`src/design/lss_pkg.sv`:
```
// ----------------------------------------------------------------------------
// lss_pkg: shared types and constants for the swap step block
// Payload structs, wide-word widths and fee constants.
// ----------------------------------------------------------------------------
package lss_pkg;

  localparam int unsigned FracBitsDef = 96;
  localparam int unsigned WW          = 320;   // product width
  localparam int unsigned PW          = 160;   // price width
  localparam int unsigned FeeW        = 20;
  localparam logic [FeeW-1:0] FeeDen  = 20'd1000000;
  localparam logic [FeeW-1:0] FeeMax  = 20'd999999;
  localparam logic [FeeW-1:0] FeeRst  = 20'd3000;

  typedef logic [WW-1:0] wide_t;

  typedef struct packed {
    logic [63:0]        price_lo;
    logic [63:0]        price_mid;
    logic [31:0]        price_hi;
    logic [63:0]        target_lo;
    logic [63:0]        target_mid;
    logic [31:0]        target_hi;
    logic [63:0]        liq_lo;
    logic signed [63:0] liq_hi;
    logic [63:0]        remain_lo;
    logic signed [63:0] remain_hi;
    logic               dir_down;
  } in_item_t;

  typedef struct packed {
    logic [63:0]        new_price_lo;
    logic [63:0]        new_price_mid;
    logic [31:0]        new_price_hi;
    logic [63:0]        new_remain_lo;
    logic signed [63:0] new_remain_hi;
    logic [63:0]        calc_inc_lo;
    logic signed [63:0] calc_inc_hi;
    logic [63:0]        fee_lo;
    logic signed [63:0] fee_hi;
    logic [1:0]         step_kind;
  } out_item_t;

  typedef enum logic [1:0] {
    KIND_NOLIQ   = 2'd0,
    KIND_NOMOVE  = 2'd1,
    KIND_FULL    = 2'd2,
    KIND_PARTIAL = 2'd3
  } kind_t;

  // request to the shared mul/div unit
  typedef struct packed {
    logic [PW-1:0] a;
    logic [PW-1:0] b;
    logic [PW-1:0] d;
    logic          neg;
    logic          up;
  } md_req_t;

  function automatic logic [127:0] neg128(input logic [127:0] x);
    neg128 = ~x + 128'd1;
  endfunction

  function automatic logic [127:0] abs128(input logic [127:0] x);
    abs128 = x[127] ? neg128(x) : x;
  endfunction

endpackage

```
`src/design/lss_mul.sv`:
```
// ----------------------------------------------------------------------------
// lss_mul: shift-add multiplier
// 160x160 product, one multiplier bit per cycle.
// ----------------------------------------------------------------------------
module lss_mul (
  input  logic              clk,
  input  logic              rst_n,
  input  logic              start,
  input  logic [lss_pkg::PW-1:0] a,
  input  logic [lss_pkg::PW-1:0] b,
  output logic              done,
  output lss_pkg::wide_t    prod
);
  import lss_pkg::*;

  logic [PW-1:0] mb_r;
  wide_t         ma_r, acc_r;
  logic [7:0]    cnt_r;
  logic          busy_r, done_r;

  always_ff @(posedge clk) begin
    if (!rst_n) begin
      busy_r <= 1'b0;
      done_r <= 1'b0;
      cnt_r  <= '0;
    end else begin
      done_r <= 1'b0;
      if (start) begin
        busy_r <= 1'b1;
        ma_r   <= wide_t'(a);
        mb_r   <= b;
        acc_r  <= '0;
        cnt_r  <= 8'(PW);
      end else if (busy_r) begin
        if (mb_r[0]) acc_r <= acc_r + ma_r;
        ma_r  <= ma_r << 1;
        mb_r  <= mb_r >> 1;
        cnt_r <= cnt_r - 8'd1;
        if (cnt_r == 8'd1) begin
          busy_r <= 1'b0;
          done_r <= 1'b1;
        end
      end
    end
  end

  assign done = done_r;
  assign prod = acc_r;
endmodule

```
`src/design/lss_div.sv`:
```
// ----------------------------------------------------------------------------
// lss_div: restoring divider
// 320-by-160 long division, one quotient bit per cycle.
// ----------------------------------------------------------------------------
module lss_div (
  input  logic                   clk,
  input  logic                   rst_n,
  input  logic                   start,
  input  lss_pkg::wide_t         num,
  input  logic [lss_pkg::PW-1:0] den,
  output logic                   done,
  output lss_pkg::wide_t         quo,
  output logic                   rem_nz
);
  import lss_pkg::*;

  wide_t         n_r, q_r;
  logic [PW:0]   r_r;
  logic [PW-1:0] d_r;
  logic [8:0]    cnt_r;
  logic          busy_r, done_r;
  logic [PW+1:0] sh, diff;

  always_comb begin
    sh   = {r_r, n_r[WW-1]};
    diff = sh - {2'b00, d_r};
  end

  always_ff @(posedge clk) begin
    if (!rst_n) begin
      busy_r <= 1'b0;
      done_r <= 1'b0;
      cnt_r  <= '0;
    end else begin
      done_r <= 1'b0;
      if (start) begin
        busy_r <= 1'b1;
        n_r    <= num;
        d_r    <= den;
        r_r    <= '0;
        q_r    <= '0;
        cnt_r  <= 9'(WW);
      end else if (busy_r) begin
        n_r <= n_r << 1;
        if (!diff[PW+1]) begin
          r_r <= diff[PW:0];
          q_r <= {q_r[WW-2:0], 1'b1};
        end else begin
          r_r <= sh[PW:0];
          q_r <= {q_r[WW-2:0], 1'b0};
        end
        cnt_r <= cnt_r - 9'd1;
        if (cnt_r == 9'd1) begin
          busy_r <= 1'b0;
          done_r <= 1'b1;
        end
      end
    end
  end

  assign done   = done_r;
  assign quo    = q_r;
  assign rem_nz = |r_r;
endmodule

```
`src/design/lss_muldiv.sv`:
```
// ----------------------------------------------------------------------------
// lss_muldiv: shared mul_div unit
// floor or ceil of a*b/d with sign applied; zero divisor gives zero.
// ----------------------------------------------------------------------------
module lss_muldiv (
  input  logic                    clk,
  input  logic                    rst_n,
  input  logic                    start,
  input  lss_pkg::md_req_t        req,
  output logic                    done,
  output logic [lss_pkg::PW-1:0]  res
);
  import lss_pkg::*;

  logic    mul_done, div_done, div_nz;
  wide_t   prod, quo;
  md_req_t req_r;
  logic    zero_r, zdone_r;
  logic [PW-1:0] q_adj;

  lss_mul u_mul (
    .clk, .rst_n, .start(start && (req.d != '0)), .a(req.a), .b(req.b),
    .done(mul_done), .prod(prod)
  );

  lss_div u_div (
    .clk, .rst_n, .start(mul_done), .num(prod), .den(req_r.d),
    .done(div_done), .quo(quo), .rem_nz(div_nz)
  );

  always_comb begin
    q_adj = quo[PW-1:0];
    if (req_r.up && !req_r.neg && div_nz) q_adj = q_adj + PW'(1);
    if (req_r.neg) q_adj = ~q_adj + PW'(1);
  end

  always_ff @(posedge clk) begin
    if (!rst_n) begin
      zdone_r <= 1'b0;
      zero_r  <= 1'b0;
    end else begin
      zdone_r <= start && (req.d == '0);
      if (start) begin
        req_r  <= req;
        zero_r <= (req.d == '0);
      end
    end
  end

  assign done = div_done || zdone_r;
  assign res  = zero_r ? '0 : q_adj;
endmodule

```
`config.mk`:
```
export PLATFORM = sky130hd
export DESIGN_NAME = lss_muldiv
export DESIGN_NICKNAME = d
export VERILOG_FILES = /design/src/design/lss_pkg.sv /design/src/design/lss_mul.sv /design/src/design/lss_div.sv /design/src/design/lss_muldiv.sv
export SDC_FILE = /design/constraint.sdc
export NUM_CORES = 2
export LEC_CHECK = 0
export BUFFER_PORTS_ARGS = -buffer_cell sky130_fd_sc_hd__buf_2
export CAP_MARGIN = 20
export CORE_MARGIN = 4
export CORE_UTILIZATION = 55
export CTS_BUF_LIST = sky130_fd_sc_hd__clkbuf_4
export DETAILED_ROUTE_END_ITERATION = 12
export HOLD_SLACK_MARGIN = 0.05
export MAX_ROUTING_LAYER = met4
export PLACE_DENSITY = 0.83
export SLEW_MARGIN = 20
export SYNTH_ARGS = -nofsm -noshare
export SYNTH_HDL_FRONTEND = slang
export SYNTH_SLANG_ARGS = --single-unit
```
`constraint.sdc`:
```
create_clock -name clk -period 18.3 [get_ports clk]
set_input_delay 2.745 -clock clk [delete_from_list [all_inputs] [get_ports clk]]
set_output_delay 2.745 -clock clk [all_outputs]
set_load 0.05 [all_outputs]
```
==> reports/summary.md <==
The required time reported for the critical path endpoint came out at 15.55 ns. The logs give 0 for the final-report setup violation count and 0 for the number of gates resized after cts. For this run, the leading register cell type out of synthesis is sky130_fd_sc_hd__edfxtp_1. The type of origin of the critical path is a flip-flop. The final critical delay including setup and external delays works out to 12.18 ns. Final clock period utilization by the worst path: 0.665. The portion of synthesized cell area occupied by the leading cell type came out at 0.477.

The count of fill cells added during filler insertion is 16.7k. During placement, the flow inserted port buffers numbering 645. The area growth from synthesis to layout is 10.0%. The tools report the number of failing hold endpoints at the final stage as 0. The run gives 14.7k as the final instance count without filler cells.

IR analysis of the VDD net gives a maximum drop of 80.0 uV. Sorting the synthesized cells by area gives the leading types as sky130_fd_sc_hd__edfxtp_1 48%, sky130_fd_sc_hd__mux2_2 6.5%, sky130_fd_sc_hd__ha_1 5.5%. The part of the Yosys area used for sequential elements was 0.481. The run gives 646 as the boundary pin count. The logs give 0.554 for the effective utilization at floorplan and 370000 um for the final wirelength. Data arrives at the worst endpoint at 9.43 ns. The H-tree was split into 5 levels. In this run, synthesis inferred 1763 flip-flops with an integrated enable. Number of antenna violations at the first check in global routing: 17. In the layout the commonest cells are 1763 x sky130_fd_sc_hd__edfxtp_1, 1088 x sky130_fd_sc_hd__nor2_1, 1075 x sky130_fd_sc_hd__nand2_1. Pin count of the biggest net entering global routing: 173.

Static timing analysis puts the maximum clock frequency at 82.1 MHz. The areal power density over the cells is 82.0 nW/um^2, and the via count of the first global-routing pass is 89.7k. Walking the worst path, the cells encountered are nor4_1 -> nand4_1 -> nor4_4 -> a31oi_4 -> buf_4 -> a211oi_1 -> o21ai_0 -> nor3_1 -> nand4_1 -> nor2b_1 -> nand2_1 -> or2_2 -> nor3_2 -> nand3_1 -> o311ai_1 -> o21ai_1 -> nor3_1 -> buf_2. The tightest min-delay check is of the flip-flop to flip-flop type. The post-synthesis cell count was 11.0k; the number of clock sinks was 1786. In this design, the stage delay of the slowest critical-path cell is 0.84 ns.

Summed over all failing endpoints, the final setup total negative slack is 0 ns. For the post-route core utilization, the log shows 0.610. Summed over all cells, the static leakage comes to 44.7 nW. The count of nets after finishing is 12.7k. TritonCTS built the clock tree. The clock reaches the later pin of the worst-skew pair after 1.43 ns. For the pin with the worst max-slew slack, the measured transition is 1.22 ns. Buffers added to address setup during post-CTS repair amount to 0.

The smallest setup slack after layout was 6.12 ns. The cell sitting at the root of the clock tree is a sky130_fd_sc_hd__clkbuf_4. Clock tree synthesis inserted a total of 471 buffers. In this run, synthesis produced a sequential element count of 1786.

The multi-input combinational cells in the finished layout cover a total of 54300 sq um. The tools report the total global routing track utilization as 0.351. Setup repair after global routing left no endpoint under its margin. For the worst-case clock skew, the log shows 0.183 ns.

The library cell used most frequently in the layout, excluding fill and tap cells, is sky130_fd_sc_hd__edfxtp_1. Counting instances, the worst hold path has a depth of 0. The floorplan step set the die width to 457 um. The number of buffers between clock root and the deepest sink was 4; the initial DRC count was 10.0k.

The run finished with clean final reports. The floorplan step defined a die boundary enclosing 209000 sq um. The share of final-layout standard cells stronger than drive strength 1 was 0.181; the vias after detailed routing was 92.6k. For this run, design rule violations remaining after detail routing come to 0.

In this run the remaining antenna-violating nets after routing total 0. The placement row count came out at 164. The number of max-capacitance violations reported was 0; the average instance area after synthesis was 10.1 sq um. The congestion estimate from routability-driven global placement came to 1.03. The net count after synthesis was 12.0k; the placed instance count was 13.9k. The slowest stage of the critical path is the sky130_fd_sc_hd__nor4_1 cell. The share of flip-flops with an asynchronous set or reset after synthesis is 0. Of all cell types, the one taking the most synthesized area is sky130_fd_sc_hd__edfxtp_1. The run gives 91 as the number of distinct standard cells referenced by the synthesized netlist. After detailed routing, the average wire length per cell comes to 25.1 um. First-pass iteration count of the detailed router: 8. The wire-length estimate of the detail-placed layout is 283000 um. Along the worst path, the maximum fanout reaches 40. OpenSTA, run right after detailed placement, puts the worst setup slack at 7.70 ns. In the routed layout, each cell is associated on average with a via count of 6.30. The critical path start-end classification was flip-flop to output pin. The length in cells of the worst reg-to-reg path is 18, and the register area is 53400 sq um.

Clock-pin slew was measured on the worst setup and hold paths at 0.07 ns. The floorplan step set the die height to 457 um. The wire length of the first global-routing pass is 550000 um, and the number of buffers added to fix hold violations after cts is 0.

STA classifies the critical path endpoint as an output pin. The count of final max-slew check failures is 0. For the headroom to the max-slew limit, the log shows 0.190. The total overflow reported by the global router came out at 0. The logs give 111000 sq um for the post-synth design cell area and 200000 sq um for the area of the placeable core. The Yosys warning count is 0.
[metal layers]
metal  share of wire  global-route usage  vias to the layer above
li1                -                   -                    42285
met1            0.42               0.467                    44800
met2            0.44               0.521                     4630
met3           0.081              0.0608                      925
met4           0.056               0.174                        0
met5               0                   -                        -
[worst max-delay path, delay by kind of cell (launching register included)]
kind                   cells  cell delay (ns)
buffers and inverters      2             0.75
DFF                        1             0.44
and+or+nand+nor           11             5.53
AOI/OAI and AO/OA          5             1.32
[stage by stage]
stage	power (mW)	hold WS, ns	instance area [sq um]
final	10.0	0.377	122000
after global routing	10.5	0.403	122000
after CTS	10.0	0.369	122000
after detailed placement	6.60	0.405	116000
after global placement	6.58	0.402	116000
after floorplan	6.09	0.400	111000
[synthesized netlist by cell type (11+ instances only)]
master,n
sky130_fd_sc_hd__o211ai_1,32
sky130_fd_sc_hd__o21a_1,75
sky130_fd_sc_hd__dfxtp_1,23
sky130_fd_sc_hd__nor3b_1,12
sky130_fd_sc_hd__a311oi_1,16
sky130_fd_sc_hd__a21boi_0,51
sky130_fd_sc_hd__ha_1,485
sky130_fd_sc_hd__or2_2,42
sky130_fd_sc_hd__a211oi_1,39
sky130_fd_sc_hd__nand4_1,371
sky130_fd_sc_hd__edfxtp_1,1763
sky130_fd_sc_hd__a21o_1,216
sky130_fd_sc_hd__a31oi_1,67
sky130_fd_sc_hd__a221oi_1,17
sky130_fd_sc_hd__xnor2_1,480
sky130_fd_sc_hd__or4_1,32
sky130_fd_sc_hd__mux2_2,638
sky130_fd_sc_hd__nand2_1,1075
sky130_fd_sc_hd__nor2b_1,344
sky130_fd_sc_hd__nor2_1,1091
sky130_fd_sc_hd__and3_1,80
sky130_fd_sc_hd__buf_1,11
sky130_fd_sc_hd__xor2_1,296
sky130_fd_sc_hd__o221ai_1,22
sky130_fd_sc_hd__o31ai_1,60
sky130_fd_sc_hd__or3_1,41
sky130_fd_sc_hd__a211o_1,12
sky130_fd_sc_hd__o21ai_0,556
sky130_fd_sc_hd__nand3_1,231
sky130_fd_sc_hd__nor3_1,209
sky130_fd_sc_hd__o41ai_1,18
sky130_fd_sc_hd__and2_1,58
sky130_fd_sc_hd__inv_1,374
sky130_fd_sc_hd__nor4_1,181
sky130_fd_sc_hd__nand2b_1,60
sky130_fd_sc_hd__and4_1,32
sky130_fd_sc_hd__clkbuf_1,510
sky130_fd_sc_hd__a21oi_1,1037
sky130_fd_sc_hd__o21bai_1,176
[worst paths after layout]
kind                                from                             to  slack (ns)
max          u_div.r_r[77]$_SDFFCE_PP0P_                       res[150]        6.12
min                  req_r[47]$_DFFE_PP_        u_div.d_r[45]$_DFFE_PP_        0.38
max reg2reg  u_mul.ma_r[0]$_SDFFCE_PN0P_  u_mul.prod[298]$_SDFFCE_PP0P_       10.83
min reg2reg          req_r[47]$_DFFE_PP_        u_div.d_r[45]$_DFFE_PP_        0.38
[cell families after synthesis]
family	after synthesis	synth area share
adders and majority gates	487	0.0550
xor gates and xnor gates	777	0.0614
and+or+nand+nor	3906	0.169
buffers and inverters	906	0.0309
AOI/OAI and AO/OA	2528	0.137
muxes	644	0.0653
DFF	1786	0.481
[sequential cells by signal, summed over array words and instances, names as in the netlist, 8 cells and up]
signal and count:
u_div.r_r 161, u_mul.prod 320, u_div.quo 160, u_div.d_r 160
u_mul.ma_r 320, u_mul.cnt_r 8, req_r 162, u_div.n_r 320
u_div.cnt_r 9, u_mul.mb_r 160
[cell type report]
class,count,share of cell area
antenna,29,0.000594
sequential,1786,0.437
multi-input combinational,8342,0.444
tap,2656,0.0272
timing repair buffer,723,0.0321
inverter,374,0.0116
clock buffer,656,0.0403
clock inverter,139,0.00638
[power breakdown]
part / internal (mW) / switching [mW] / leakage [nW] / total (mW)
clock network: 1.74 / 1.69 / 3.41 / 3.43
registers: 4.70 / 0.0990 / 16.6 / 4.80
logic: 0.605 / 1.17 / 24.7 / 1.77
total: 7.05 / 2.96 / 44.7 / 10.0
No activity file was read; power rests on OpenSTA's default activity.
